`src/rtl/ulmr_pkg.sv`:
```
// Shared types and constants for the UART line message ring.
// Used by every module of the block; depends on nothing else.
package ulmr_pkg;

	localparam int MSG_BYTES_DEF = 32;
	localparam int MSG_SLOTS_DEF = 4;

	localparam int SLOT_MAX_W = 6;
	localparam int LEN_MAX_W  = 8;
	localparam int ADDR_MAX_W = 14;

	localparam logic       OP_CHAR  = 1'b0;
	localparam logic       OP_FETCH = 1'b1;
	localparam logic [7:0] CR_CODE  = 8'd13;

	localparam logic [1:0] ST_OK    = 2'd0;
	localparam logic [1:0] ST_EMPTY = 2'd1;
	localparam logic [1:0] ST_RANGE = 2'd2;

	typedef struct packed {
		logic [1:0]            status;
		logic [SLOT_MAX_W-1:0] slot;
		logic [7:0]            limit;
	} cmd_t;

	typedef struct packed {
		logic                  byte_we;
		logic [ADDR_MAX_W-1:0] byte_addr;
		logic [7:0]            byte_data;
		logic                  len_we;
		logic [SLOT_MAX_W-1:0] len_slot;
		logic [LEN_MAX_W-1:0]  len_data;
	} mem_wr_t;

endpackage

```
`src/rtl/uart_line_message_ring.sv`:
```
// UART line message ring: gathers received characters into message slots
// and returns finished messages on request. Depends on ulmr_pkg and the
// front end, command queue and back end modules.
//
// Input channel (in_valid / in_stall): op 0 delivers one received character
// with its framing error flag, op 1 fetches the oldest finished message with
// a byte limit. A character gives no result. A character
// is held off while fetch commands are still queued or running, since the
// back end reads message memory that a character may overwrite.
// Output channel (out_valid / out_stall): a fetch gives one transfer per
// returned byte, or a single transfer with byte_count 0 when the limit is
// too large, nothing is waiting or the limit is zero; last marks the final one.
// An error result is registered straight from the queued command; a byte
// stream first reads the length, then the bytes, one byte per cycle while
// the output is not stalled, out of the single-port message memory.
// Up to two fetches are queued, the one being streamed included.
// A stalled output holds its transfer and pauses the byte stream.
// Reset empties the ring; message memory is not cleared and needs no sweep.
module uart_line_message_ring import ulmr_pkg::*; #(
	parameter int MESSAGE_BYTES = MSG_BYTES_DEF,
	parameter int MESSAGE_SLOTS = MSG_SLOTS_DEF
) (
	input  logic       clk,
	input  logic       arst_n,
	input  logic       in_valid,
	output logic       in_stall,
	input  logic       op,
	input  logic [7:0] rx_byte,
	input  logic       frame_error,
	input  logic [7:0] max_bytes,
	output logic       out_valid,
	input  logic       out_stall,
	output logic [1:0] status,
	output logic [7:0] data_byte,
	output logic [5:0] byte_count,
	output logic       last
);

	logic    push;
	logic    pop;
	logic    q_full;
	logic    q_empty;
	cmd_t    cmd;
	cmd_t    head;
	mem_wr_t wr;

	ulmr_front #(
		.MESSAGE_BYTES(MESSAGE_BYTES),
		.MESSAGE_SLOTS(MESSAGE_SLOTS)
	) u_front (
		.clk(clk),
		.arst_n(arst_n),
		.in_valid(in_valid),
		.in_stall(in_stall),
		.op(op),
		.rx_byte(rx_byte),
		.frame_error(frame_error),
		.max_bytes(max_bytes),
		.q_full(q_full),
		.q_empty(q_empty),
		.push(push),
		.cmd(cmd),
		.wr(wr)
	);

	ulmr_cmd_fifo u_fifo (
		.clk(clk),
		.arst_n(arst_n),
		.push(push),
		.push_cmd(cmd),
		.pop(pop),
		.head(head),
		.q_full(q_full),
		.q_empty(q_empty)
	);

	ulmr_back #(
		.MESSAGE_BYTES(MESSAGE_BYTES),
		.MESSAGE_SLOTS(MESSAGE_SLOTS)
	) u_back (
		.clk(clk),
		.arst_n(arst_n),
		.wr(wr),
		.head(head),
		.q_empty(q_empty),
		.pop(pop),
		.out_valid(out_valid),
		.out_stall(out_stall),
		.status(status),
		.data_byte(data_byte),
		.byte_count(byte_count),
		.last(last)
	);

	a_char_no_pending: assert property (@(posedge clk) disable iff (!arst_n)
		(in_valid && !in_stall && op == OP_CHAR) |-> q_empty)
		else $error("character taken while fetches pending");

	a_no_overflow: assert property (@(posedge clk) disable iff (!arst_n)
		push |-> (!q_full || pop))
		else $error("command queue overflow");

	a_no_underflow: assert property (@(posedge clk) disable iff (!arst_n)
		pop |-> !q_empty)
		else $error("command queue underflow");

	a_error_single: assert property (@(posedge clk) disable iff (!arst_n)
		(out_valid && status != ST_OK) |-> (last && byte_count == 6'd0))
		else $error("error result not a single final transfer");

endmodule

```
`src/rtl/ulmr_front.sv`:
```
// Front end: accepts input items, assembles characters into slots and
// classifies fetch requests into commands. Depends on ulmr_pkg.
module ulmr_front import ulmr_pkg::*; #(
	parameter int MESSAGE_BYTES = MSG_BYTES_DEF,
	parameter int MESSAGE_SLOTS = MSG_SLOTS_DEF
) (
	input  logic       clk,
	input  logic       arst_n,
	input  logic       in_valid,
	output logic       in_stall,
	input  logic       op,
	input  logic [7:0] rx_byte,
	input  logic       frame_error,
	input  logic [7:0] max_bytes,
	input  logic       q_full,
	input  logic       q_empty,
	output logic       push,
	output cmd_t       cmd,
	output mem_wr_t    wr
);

	localparam int SLOT_W = (MESSAGE_SLOTS > 1) ? $clog2(MESSAGE_SLOTS) : 1;
	localparam int FC_W   = $clog2(MESSAGE_SLOTS + 1);
	localparam int LEN_W  = $clog2(MESSAGE_BYTES + 1);
	localparam int ADDR_W = $clog2(MESSAGE_SLOTS * MESSAGE_BYTES);

	logic [SLOT_W-1:0] fill_q;
	logic [SLOT_W-1:0] drain_q;
	logic [FC_W-1:0]   fc_q;
	logic [LEN_W-1:0]  fill_len_q;

	logic              accept;
	logic              full;
	logic              is_cr;
	logic              take;
	logic [LEN_W-1:0]  len_next;
	logic [ADDR_W-1:0] base;
	logic [1:0]        fetch_status;
	logic [SLOT_W-1:0] fill_next;
	logic [SLOT_W-1:0] drain_next;

	assign in_stall = q_full || (op == OP_CHAR && !q_empty);
	assign accept   = in_valid && !in_stall;
	assign full     = fc_q == FC_W'(MESSAGE_SLOTS);
	assign is_cr    = rx_byte == CR_CODE;
	assign take     = accept && op == OP_CHAR && !full && !frame_error;
	assign len_next = fill_len_q + LEN_W'(1);
	assign base     = ADDR_W'(fill_q) * ADDR_W'(MESSAGE_BYTES);

	assign fill_next  = (fill_q == SLOT_W'(MESSAGE_SLOTS - 1)) ? '0 : fill_q + SLOT_W'(1);
	assign drain_next = (drain_q == SLOT_W'(MESSAGE_SLOTS - 1)) ? '0 : drain_q + SLOT_W'(1);

	always_comb begin
		if ({1'b0, max_bytes} > 9'(MESSAGE_BYTES)) begin
			fetch_status = ST_RANGE;
		end else if (fc_q == '0) begin
			fetch_status = ST_EMPTY;
		end else begin
			fetch_status = ST_OK;
		end
	end

	assign push       = accept && op == OP_FETCH;
	assign cmd.status = fetch_status;
	assign cmd.slot   = SLOT_MAX_W'(drain_q);
	assign cmd.limit  = max_bytes;

	assign wr.byte_we   = take;
	assign wr.byte_addr = ADDR_MAX_W'(base + ADDR_W'(fill_len_q));
	assign wr.byte_data = rx_byte;
	assign wr.len_we    = take && is_cr;
	assign wr.len_slot  = SLOT_MAX_W'(fill_q);
	assign wr.len_data  = LEN_MAX_W'(len_next);

	always_ff @(posedge clk or negedge arst_n) begin
		if (!arst_n) begin
			fill_q     <= '0;
			drain_q    <= '0;
			fc_q       <= '0;
			fill_len_q <= '0;
		end else if (accept) begin
			if (op == OP_CHAR) begin
				if (!full) begin
					if (frame_error) begin
						fill_len_q <= '0;
					end else if (is_cr) begin
						fc_q       <= fc_q + FC_W'(1);
						fill_q     <= fill_next;
						fill_len_q <= '0;
					end else if (len_next >= LEN_W'(MESSAGE_BYTES)) begin
						fill_len_q <= '0;
					end else begin
						fill_len_q <= len_next;
					end
				end
			end else if (fetch_status == ST_OK) begin
				fc_q    <= fc_q - FC_W'(1);
				drain_q <= drain_next;
			end
		end
	end

endmodule

```
`src/rtl/ulmr_cmd_fifo.sv`:
```
// Two-entry command queue between the front and back ends.
// Depends on ulmr_pkg for the command type.
module ulmr_cmd_fifo import ulmr_pkg::*; (
	input  logic clk,
	input  logic arst_n,
	input  logic push,
	input  cmd_t push_cmd,
	input  logic pop,
	output cmd_t head,
	output logic q_full,
	output logic q_empty
);

	cmd_t       entry_q [2];
	logic       wr_ptr_q;
	logic       rd_ptr_q;
	logic [1:0] cnt_q;

	assign head    = entry_q[rd_ptr_q];
	assign q_full  = cnt_q == 2'd2;
	assign q_empty = cnt_q == 2'd0;

	always_ff @(posedge clk) begin
		if (push) begin
			entry_q[wr_ptr_q] <= push_cmd;
		end
	end

	always_ff @(posedge clk or negedge arst_n) begin
		if (!arst_n) begin
			wr_ptr_q <= 1'b0;
			rd_ptr_q <= 1'b0;
			cnt_q    <= 2'd0;
		end else begin
			if (push) begin
				wr_ptr_q <= !wr_ptr_q;
			end
			if (pop) begin
				rd_ptr_q <= !rd_ptr_q;
			end
			case ({push, pop})
				2'b10:   cnt_q <= cnt_q + 2'd1;
				2'b01:   cnt_q <= cnt_q - 2'd1;
				default: cnt_q <= cnt_q;
			endcase
		end
	end

endmodule

```
`src/rtl/ulmr_back.sv`:
```
// Back end: holds the message and length memories, runs queued commands
// and streams fetched bytes through the output register. Depends on ulmr_pkg.
module ulmr_back import ulmr_pkg::*; #(
	parameter int MESSAGE_BYTES = MSG_BYTES_DEF,
	parameter int MESSAGE_SLOTS = MSG_SLOTS_DEF
) (
	input  logic       clk,
	input  logic       arst_n,
	input  mem_wr_t    wr,
	input  cmd_t       head,
	input  logic       q_empty,
	output logic       pop,
	output logic       out_valid,
	input  logic       out_stall,
	output logic [1:0] status,
	output logic [7:0] data_byte,
	output logic [5:0] byte_count,
	output logic       last
);

	localparam int SLOT_W = (MESSAGE_SLOTS > 1) ? $clog2(MESSAGE_SLOTS) : 1;
	localparam int LEN_W  = $clog2(MESSAGE_BYTES + 1);
	localparam int IDX_W  = $clog2(MESSAGE_BYTES);
	localparam int ADDR_W = $clog2(MESSAGE_SLOTS * MESSAGE_BYTES);
	localparam int DEPTH  = MESSAGE_SLOTS * MESSAGE_BYTES;

	localparam logic B_IDLE = 1'b0;
	localparam logic B_RUN  = 1'b1;

	logic [7:0]       byte_mem [DEPTH];
	logic [LEN_W-1:0] len_mem  [MESSAGE_SLOTS];

	logic             state_q;
	logic [IDX_W-1:0] idx_q;
	logic             out_valid_q;
	logic [LEN_W-1:0] len_rd_q;
	logic [7:0]       rd_q;
	logic [1:0]       status_q;
	logic [LEN_W-1:0] cnt_q;
	logic             last_q;

	logic              advance;
	logic              emit;
	logic              run_last;
	logic              head_ok;
	logic [SLOT_W-1:0] head_slot;
	logic [7:0]        len8;
	logic [7:0]        cnt8;
	logic [LEN_W-1:0]  cnt;
	logic [ADDR_W-1:0] rd_addr;
	logic [7:0]        cnt_out;

	assign head_ok   = head.status == ST_OK;
	assign head_slot = head.slot[SLOT_W-1:0];
	assign len8      = 8'(len_rd_q);
	assign cnt8      = (head.limit < len8) ? head.limit : len8;
	assign cnt       = cnt8[LEN_W-1:0];
	assign run_last  = (cnt == '0) || (LEN_W'(idx_q) + LEN_W'(1) == cnt);
	assign rd_addr   = ADDR_W'(head_slot) * ADDR_W'(MESSAGE_BYTES) + ADDR_W'(idx_q);

	assign advance = !out_valid_q || !out_stall;

	always_comb begin
		unique case (state_q)
			B_IDLE:  emit = !q_empty && !head_ok;
			B_RUN:   emit = 1'b1;
			default: emit = 1'b0;
		endcase
	end

	assign pop = advance && emit && (state_q == B_IDLE || run_last);

	always_ff @(posedge clk) begin
		if (wr.byte_we) begin
			byte_mem[wr.byte_addr[ADDR_W-1:0]] <= wr.byte_data;
		end
		if (wr.len_we) begin
			len_mem[wr.len_slot[SLOT_W-1:0]] <= wr.len_data[LEN_W-1:0];
		end
		if (state_q == B_IDLE && !q_empty && head_ok) begin
			len_rd_q <= len_mem[head_slot];
		end
		if (state_q == B_RUN && advance) begin
			rd_q <= byte_mem[rd_addr];
		end
	end

	always_ff @(posedge clk) begin
		if (advance && emit) begin
			if (state_q == B_RUN) begin
				status_q <= ST_OK;
				cnt_q    <= cnt;
				last_q   <= run_last;
			end else begin
				status_q <= head.status;
				cnt_q    <= '0;
				last_q   <= 1'b1;
			end
		end
	end

	always_ff @(posedge clk or negedge arst_n) begin
		if (!arst_n) begin
			state_q     <= B_IDLE;
			idx_q       <= '0;
			out_valid_q <= 1'b0;
		end else begin
			if (advance) begin
				out_valid_q <= emit;
			end
			unique case (state_q)
				B_IDLE: begin
					if (!q_empty && head_ok) begin
						state_q <= B_RUN;
						idx_q   <= '0;
					end
				end
				B_RUN: begin
					if (advance) begin
						if (run_last) begin
							state_q <= B_IDLE;
							idx_q   <= '0;
						end else begin
							idx_q <= idx_q + IDX_W'(1);
						end
					end
				end
				default: state_q <= B_IDLE;
			endcase
		end
	end

	assign cnt_out    = 8'(cnt_q);
	assign out_valid  = out_valid_q;
	assign status     = status_q;
	assign data_byte  = (cnt_q == '0) ? 8'd0 : rd_q;
	assign byte_count = cnt_out[5:0];
	assign last       = last_q;

endmodule

```
`config.mk`:
```
export PLATFORM = sky130hd
export DESIGN_NAME = uart_line_message_ring
export DESIGN_NICKNAME = d
export VERILOG_FILES = /design/src/rtl/ulmr_pkg.sv /design/src/rtl/uart_line_message_ring.sv /design/src/rtl/ulmr_front.sv /design/src/rtl/ulmr_cmd_fifo.sv /design/src/rtl/ulmr_back.sv
export SDC_FILE = /design/constraint.sdc
export NUM_CORES = 1
export LEC_CHECK = 0
export BUFFER_PORTS_ARGS = -buffer_cell sky130_fd_sc_hd__buf_2
export CAP_MARGIN = 20
export CORE_ASPECT_RATIO = 2
export CORE_UTILIZATION = 60
export CTS_CLUSTER_DIAMETER = 50
export CTS_CLUSTER_SIZE = 14
export DETAILED_ROUTE_END_ITERATION = 8
export PLACE_DENSITY_LB_ADDON = 0.25
export SYNTH_ARGS = -nofsm -noshare
export SYNTH_HDL_FRONTEND = slang
export SYNTH_SLANG_ARGS = --single-unit
```
`constraint.sdc`:
```
create_clock -name clk -period 8.75 [get_ports clk]
set_input_delay 0 -clock clk [delete_from_list [all_inputs] [get_ports clk]]
set_output_delay 0 -clock clk [all_outputs]
set_load 0.02 [all_outputs]
```
==> impl_metrics.toml, run 1 <==
[timing]
relSlewSlack_pct = 20.9
drv_slew = 0
max_freq_mhz = 220
worst_slack_ns = 4.21
tns_ns = 0
fin_skew_ns = 0.0255
fin_crit_sh_pct = 51.9
finalHoldViolations = 0
fin_crit_ns = 4.54
tightest_slew_ns = 1.18
finalSetupViolations = 0
grt_setup_unrepaired = "no"

[synth]
avgSynthCellArea_sq_um = 22.1
synth-seq-cells = 1119
synthArstFlopShare_pct = 2.14
yosysUniqueCellTypes = 53
synth_largest_area_cell = "edfxtp_1"
synthFlopType = "edfxtp_1"
synth_nets = 2023
synth.top_cell.area_share_pct = 74.8
ys_seq_area_share_pct = 76.2
synth_area_sq_um = 43900
synth_edf_count = 1095
ys_top_cells_by_area = "edfxtp_1, mux4_2, dfrtp_1"
yosysWarnings = 0
netlist_instances = 1986

[worst_hold_path]
hold_start = "max_bytes[5]"
hold_depth = 2
hold-path-endpoint = "u_fifo.entry_q[1][5]"
worstHoldPathType = "in -> reg"

[floorplan]
fp.dieH_um = 385
initial_core_util_pct = 60.5
dieArea_sq_um = 74400
num_rows = 140
ioPinCount = 41
core_region_area_sq_um = 72700
die_w_um = 193

[global_route]
grt_usage_pct = 28.0
grt_remaining_overflow = 0
grt_max_degree = 131
antenna_found_initial = 0
grt_pass1_wl_um = 146000
grt_pass1_vias = 21349

[outcome]
status = "finished with violations"
violations = "DRC"

[detailed_routing]
via_count = 20281
drt_first_pass_iters = 7
drt_iter0_drc = 1901
antenna_left = 0
drcViolationCount = 18
vias_per_cell = 6.73
wl_per_cell_um = 33.3
wl_um = 101000

[cells_and_area]
finish.utilization_pct = 65.8
syn_to_final_growth_pct = 8.87
stdcell_area_sq_um = 47800
fin_nets = 2105
regArea_sq_um = 33500
multi_input_area_sq_um = 9980
nFillCells = 4515
drive_gt1_share_pct = 25.1

[critical_path]
crit_type = "reg -> reg"
r2r-start = "u_fifo.rd_ptr_q"
crit_fanout = 17
start_kind = "register"
critPathRequiredTime_ns = 9.33
timing.rr.end = "u_fifo.cnt_q[1]"
rr_worst_depth = 13
regToRegSetupSlack_ns = 4.21
end_kind = "register"
cp.arrival_ns = 5.12

[clock_tree]
clock_sinks = 1119
clockBufferDepth = 3
cts_root_buf = "clkbuf_16"
cts_buffers = 89
path_clk_slew_ns = 0.07
htreeDepth = 3
clk_latency_ns = 0.66
cts_setup_buffers = 0
tritoncts = "done"

[place]
post-dp-hpwl_um = 65700
portBuffers = 40
gp_congestion = 0.890
dpl_worst_slack_ns = 4.23
place_area_sq_um = 45200

[pwr]
power_switching_uw = 3650
sequentialPowerShare_pct = 47.1
power.density_nw_per_um2 = 277
irDropWorstVdd_v = 0.000192
p_leak_uw = 0.0147
p_clk_share_pct = 27.3
combPwrFrac_pct = 25.6
p_sw_share_pct = 27.5
internal_power_uw = 9600

[flow_run]
drv_cap = 0
## per-layer routing
layer	wire length [um]	global-route usage (%)	part of all wire [%]
met4	6770	17.5	6.7
met5	0	0	0
met2	57200	52.9	57
met1	30900	29.1	31
met3	5600	3.91	5.6
## cell families after synthesis
logic type / after synthesis / synth area share (%)
AND/OR/NAND/NOR: 283 / 2.92
buffers and inverters: 124 / 1.16
XOR/XNOR: 16 / 0.319
multiplexers: 363 / 17.9
adder cells (fa/ha/maj): 15 / 0.444
flip-flops: 1119 / 76.2
AO/OA/AOI/OAI: 66 / 1.10
## timing repair
item / 4_1_cts / 5_1_grt
endpoints found under the hold margin: 370 / 0
hold buffers: 23 / 0
resized for setup: 0 / 0
## worst max-delay path, stage by stage (launching register included)
cell and delay [ns]:
dfrtp_1 0.92, mux2i_1 0.47, inv_1 0.12, ha_1 0.30
a21oi_1 0.20, o221ai_1 0.41, nor2_4 0.34, nand2_1 0.11
a311o_1 0.45, o31ai_1 0.42, and2_1 0.19, ha_1 0.25
nor2_1 0.16, xnor2_1 0.13
## worst max path at each step
stage | from | to
global route | u_fifo.rd_ptr_q | u_fifo.cnt_q[1]
finish | u_fifo.rd_ptr_q | u_fifo.cnt_q[1]
global placement | u_fifo.rd_ptr_q | u_fifo.cnt_q[1]
floorplan | u_fifo.rd_ptr_q | u_fifo.cnt_q[1]
CTS | u_fifo.rd_ptr_q | u_fifo.cnt_q[1]
detailed placement | u_fifo.rd_ptr_q | u_fifo.cnt_q[1]
## state kept, by name (all words and copies together), names as in the netlist, 3 cells and up
register / count
u_back.byte_count: 6
u_back.byte_mem: 1024
u_back.idx_q: 5
u_back.len_mem: 24
u_back.len_rd_q: 6
u_back.rd_q: 8
u_fifo.entry_q: 24
u_front.fc_q: 3
u_front.fill_len_q: 6
## synthesized netlist by cell type, types with 3 or more instances
cell / n
edfxtp_1: 1095
mux4_2: 336
nor2_1: 151
clkbuf_1: 59
nand2_1: 39
dfrtp_1: 24
inv_1: 24
buf_2: 23
and2_1: 18
nand3_1: 18
buf_1: 15
mux2i_1: 15
a21oi_1: 14
ha_1: 14
o21ai_0: 13
nor3_1: 12
xnor2_1: 12
a211oi_1: 11
mux2_2: 11
nor2b_1: 10
nor4_1: 9
nand2b_1: 6
or4_1: 5
o211ai_1: 4
xor2_1: 4
and3_1: 3
nand4_1: 3
o311ai_0: 3
o31ai_1: 3
## through the flow
step	hold WS, ns	std cells	total power [uW]
6_report	0.0888	3014	13200
5_1_grt	0.0827	3013	13600
4_1_cts	0.0545	3010	13300
3_5_place_dp	0.0494	2874	9760
3_3_place_gp	0.0446	2874	9720
2_1_floorplan	-0.296	1986	8630
## layout make-up
| type | count | area share (%) |
|---|---|---|
| sequential | 1119 | 70.0 |
| multi-input combinational | 743 | 20.9 |
| clock buffer | 111 | 5.01 |
| tap | 923 | 2.41 |
| timing repair buffer | 91 | 1.48 |
| inverter | 24 | 0.188 |
| clock inverter | 2 | 0.0366 |
| antenna | 1 | 0.00523 |
## power groups by stage
stage / clock (uW) / sequential, uW / combinational (uW)
2_1_floorplan: 0 / 6140 / 2500
3_3_place_gp: 0 / 6360 / 3360
3_5_place_dp: 0 / 6360 / 3400
4_1_cts: 3660 / 6250 / 3420
5_1_grt: 3830 / 6260 / 3520
6_report: 3620 / 6240 / 3380
## placed cells by master (no fill, tap or decap), types with 10 or more instances in the layout
| cell type | Yosys | routed |
|---|---|---|
| edfxtp_1 | 1095 | 1095 |
| mux4_2 | 336 | 336 |
| nor2_1 | 151 | 151 |
| clkbuf_16 | 0 | 93 |
| nand2_1 | 39 | 39 |
| buf_2 | 23 | 33 |
| buf_4 | 2 | 31 |
| inv_1 | 24 | 24 |
| dlygate4sd3_1 | 0 | 23 |
| dfrtp_1 | 24 | 20 |
| and2_1 | 18 | 18 |
| nand3_1 | 18 | 18 |
| clkbuf_1 | 59 | 18 |
| ha_1 | 14 | 14 |
| mux2i_1 | 15 | 13 |
| o21ai_0 | 13 | 13 |
| a21oi_1 | 14 | 13 |
| nor3_1 | 12 | 12 |
| xnor2_1 | 12 | 12 |
| mux2_2 | 11 | 11 |
| a211oi_1 | 11 | 11 |
| nor2b_1 | 10 | 10 |
Power figures use the tool's default switching activity.
==> run 2: changes to the inputs <==
Settings changed: ABC_AREA set to 1.
Clock period 8.75 ns to 4.4 ns, I/O delays scaled along.
==> run 2 against run 1 <==
Against the previous run: the run now ends clean; clock power is 100% higher; setup slack got worse by 3.6 ns; critical path type unchanged; wire length is 22% higher; global-route usage up 4.4 points; flip-flop and latch count is the same; design area increased by 1.6%; register-to-register slack lost 3.6 ns; die area is 2.2% higher; sequential share of layout area shrank 1.1 points; clock skew is 0.0024 ns lower; maximum frequency increased by 20%.
==> impl_metrics.toml, run 2 <==
[outcome]
status = "finished clean"

[detailed_routing]
wl_per_cell_um = 27.5
antenna_left = 0
drt_iter0_drc = 3702
routed-wl-met3_um = 9250
wl_um = 122000
drt_first_pass_iters = 6
wl_met1_um = 41200
via_count = 29411
drcViolationCount = 0
top_layer_used = "met4"
vias_per_cell = 6.62
wl_met2_um = 61600

[floorplan]
die_w_um = 195
core_region_area_sq_um = 73900
num_rows = 141
ioPinCount = 41
fp.dieH_um = 389
dieArea_sq_um = 76000
initial_core_util_pct = 60.7

[timing]
tightest_slew_ns = 1.09
worst_slack_ns = 0.622
fin_crit_sh_pct = 85.9
finalSetupViolations = 0
finalHoldViolations = 0
grt_setup_unrepaired = "no"
relSlewSlack_pct = 27.3
max_freq_mhz = 265
fin_crit_ns = 3.78
fin_skew_ns = 0.0231
tns_ns = 0
drv_slew = 0

[cells_and_area]
fin_nets = 3525
layoutNonFillerInstCount = 4441
layout_commonest_cell = "edfxtp_1"
nFillCells = 5177
largest_reg_flops = 1024
finish.utilization_pct = 65.8
drive_gt1_share_pct = 7.35
n_antenna_cell = 0
multi_input_area_sq_um = 10200
syn_to_final_growth_pct = 8.27
regArea_sq_um = 33500
final_cell_mix = "edfxtp_1, nor2_1, o21ai_0"

[global_route]
grt_max_degree = 246
antenna_found_initial = 1
grt_remaining_overflow = 0
grt_pass1_wl_um = 180000
grt_pass1_vias = 29200
grt_usage_pct = 32.4

[place]
gp_congestion = 0.938
dpl_worst_slack_ns = 0.620
portBuffers = 40
post-dp-hpwl_um = 74900
place_inst = 4302

[pwr]
irDropWorstVdd_v = 0.000632
finalPower_uw = 29300
p_leak_uw = 0.0156
power.density_nw_per_um2 = 604

[clock_tree]
path_clk_slew_ns = 0.07
clockBufferDepth = 3
cts_resized = 0
htreeDepth = 3
cts_root_buf = "clkbuf_16"
cts_buffers = 90
tritoncts = "done"
clock_sinks = 1119
clk_latency_ns = 0.68

[synth]
ys_top_cells_by_area = "edfxtp_1, o21ai_0, nor2_1"
synth.most_common_cell = "edfxtp_1"
synth_largest_area_cell = "edfxtp_1"
ys_seq_area_share_pct = 74.6
synthFlopType = "edfxtp_1"
synthArstFlopShare_pct = 2.14
synth_area_sq_um = 44900
yosysUniqueCellTypes = 40
avgSynthCellArea_sq_um = 12.8
synth.top_cell.area_share_pct = 73.2
synth-seq-cells = 1119
netlist_instances = 3506
synth_edf_count = 1095
synth_common_cells = "edfxtp_1, nor2_1, o21ai_0"
yosysWarnings = 0
synth_nets = 3543

[worst_hold_path]
hold_start = "rx_byte[3]"
hold-path-endpoint = "u_back.byte_mem[103][3]"
hold_depth = 2
worstHoldPathType = "in -> reg"

[critical_path]
crit_fanout = 12
r2r-start = "u_fifo.rd_ptr_q"
end_kind = "register"
timing.rr.end = "u_fifo.cnt_q[1]"
rr_worst_depth = 21
regToRegSetupSlack_ns = 0.62
cp.arrival_ns = 4.36
start_kind = "register"
crit_path_start = "u_fifo.rd_ptr_q"
critPathRequiredTime_ns = 4.99
crit_type = "reg -> reg"

[flow_run]
drv_cap = 0
[run 2: cell count changes after synthesis, sizes merged, moves of 16 or more]
cell	previous run	this run
o22ai	0	267
or2	2	29
and2	18	2
clkbuf	59	185
o21ai	13	648
o211ai	4	39
o221ai	2	45
nand2	39	106
nor2	152	806
inv	24	69
mux4	336	0
nand3	18	70
[run 2: cell type report]
cell class,instances,area share (%)
clock inverters,4,0.124
clock buffers,112,4.98
well taps,929,2.39
multi-input cells,2078,20.9
inverters,71,0.576
repair buffers,128,2.13
flip-flops and latches,1119,68.9
[run 2: cell families (layout without fill, tap and decap cells)]
| family | Yosys count | in the layout | synth area share, % |
|---|---|---|---|
| simple gates | 1022 | 1022 | 9.06 |
| fa+ha+maj | 15 | 15 | 0.435 |
| buf+inv | 309 | 315 | 2.82 |
| mux | 2 | 2 | 0.0446 |
| flops | 1119 | 1119 | 74.6 |
| xor+xnor | 11 | 11 | 0.215 |
| compound gates | 1028 | 1028 | 12.9 |
[run 2: critical path, cell delays in order (launching register included)]
cell and delay [ns]:
dfrtp_1 0.34, buf_4 0.16, inv_2 0.10, or2_2 0.28, o21ai_0 0.14, inv_1 0.12, ha_1 0.32, a21oi_1 0.12
and3_1 0.39, nand2_2 0.27, nand2_2 0.13, nand2_1 0.08, nand2_1 0.10, nor2_1 0.06, a21oi_2 0.13, nand2_2 0.09
nand2_2 0.07, inv_1 0.05, ha_1 0.29, a21oi_1 0.12, o21ai_0 0.13, xnor2_1 0.20
[run 2: timing repair]
action                    4_1_cts  5_1_grt
hold buffers                   23        0
buffers inserted                0        0
hold endpoints to repair      310        0
[run 2: worst max-delay path by stage]
stage                      endpoint  slack (ns)
finish              u_fifo.cnt_q[1]        0.62
global route        u_fifo.cnt_q[1]        0.30
CTS                 u_fifo.cnt_q[1]        0.58
detailed placement  u_fifo.cnt_q[1]        0.62
global placement    u_fifo.cnt_q[1]        0.64
floorplan           u_fifo.cnt_q[1]        1.34
[run 2: per-layer routing]
metal,vias up,GRT usage (%)
met3,417,4.41
met2,1698,55.4
met5,-,0
li1,12892,-
met1,14404,37.2
met4,0,23.9
[run 2: where the power goes]
group / switching (uW) / total [uW] / internal (uW)
logic: 6990 / 9640 / 2650
clock network: 3510 / 7390 / 3880
registers: 329 / 12300 / 12000
[run 2: metrics by stage]
step	area [sq um]	hold WS, ns
after floorplan	44900	-0.296
after global placement	45900	0.0473
after detailed placement	45900	0.0496
after CTS	48600	0.0107
after global routing	48600	0.0308
final	48600	0.0307
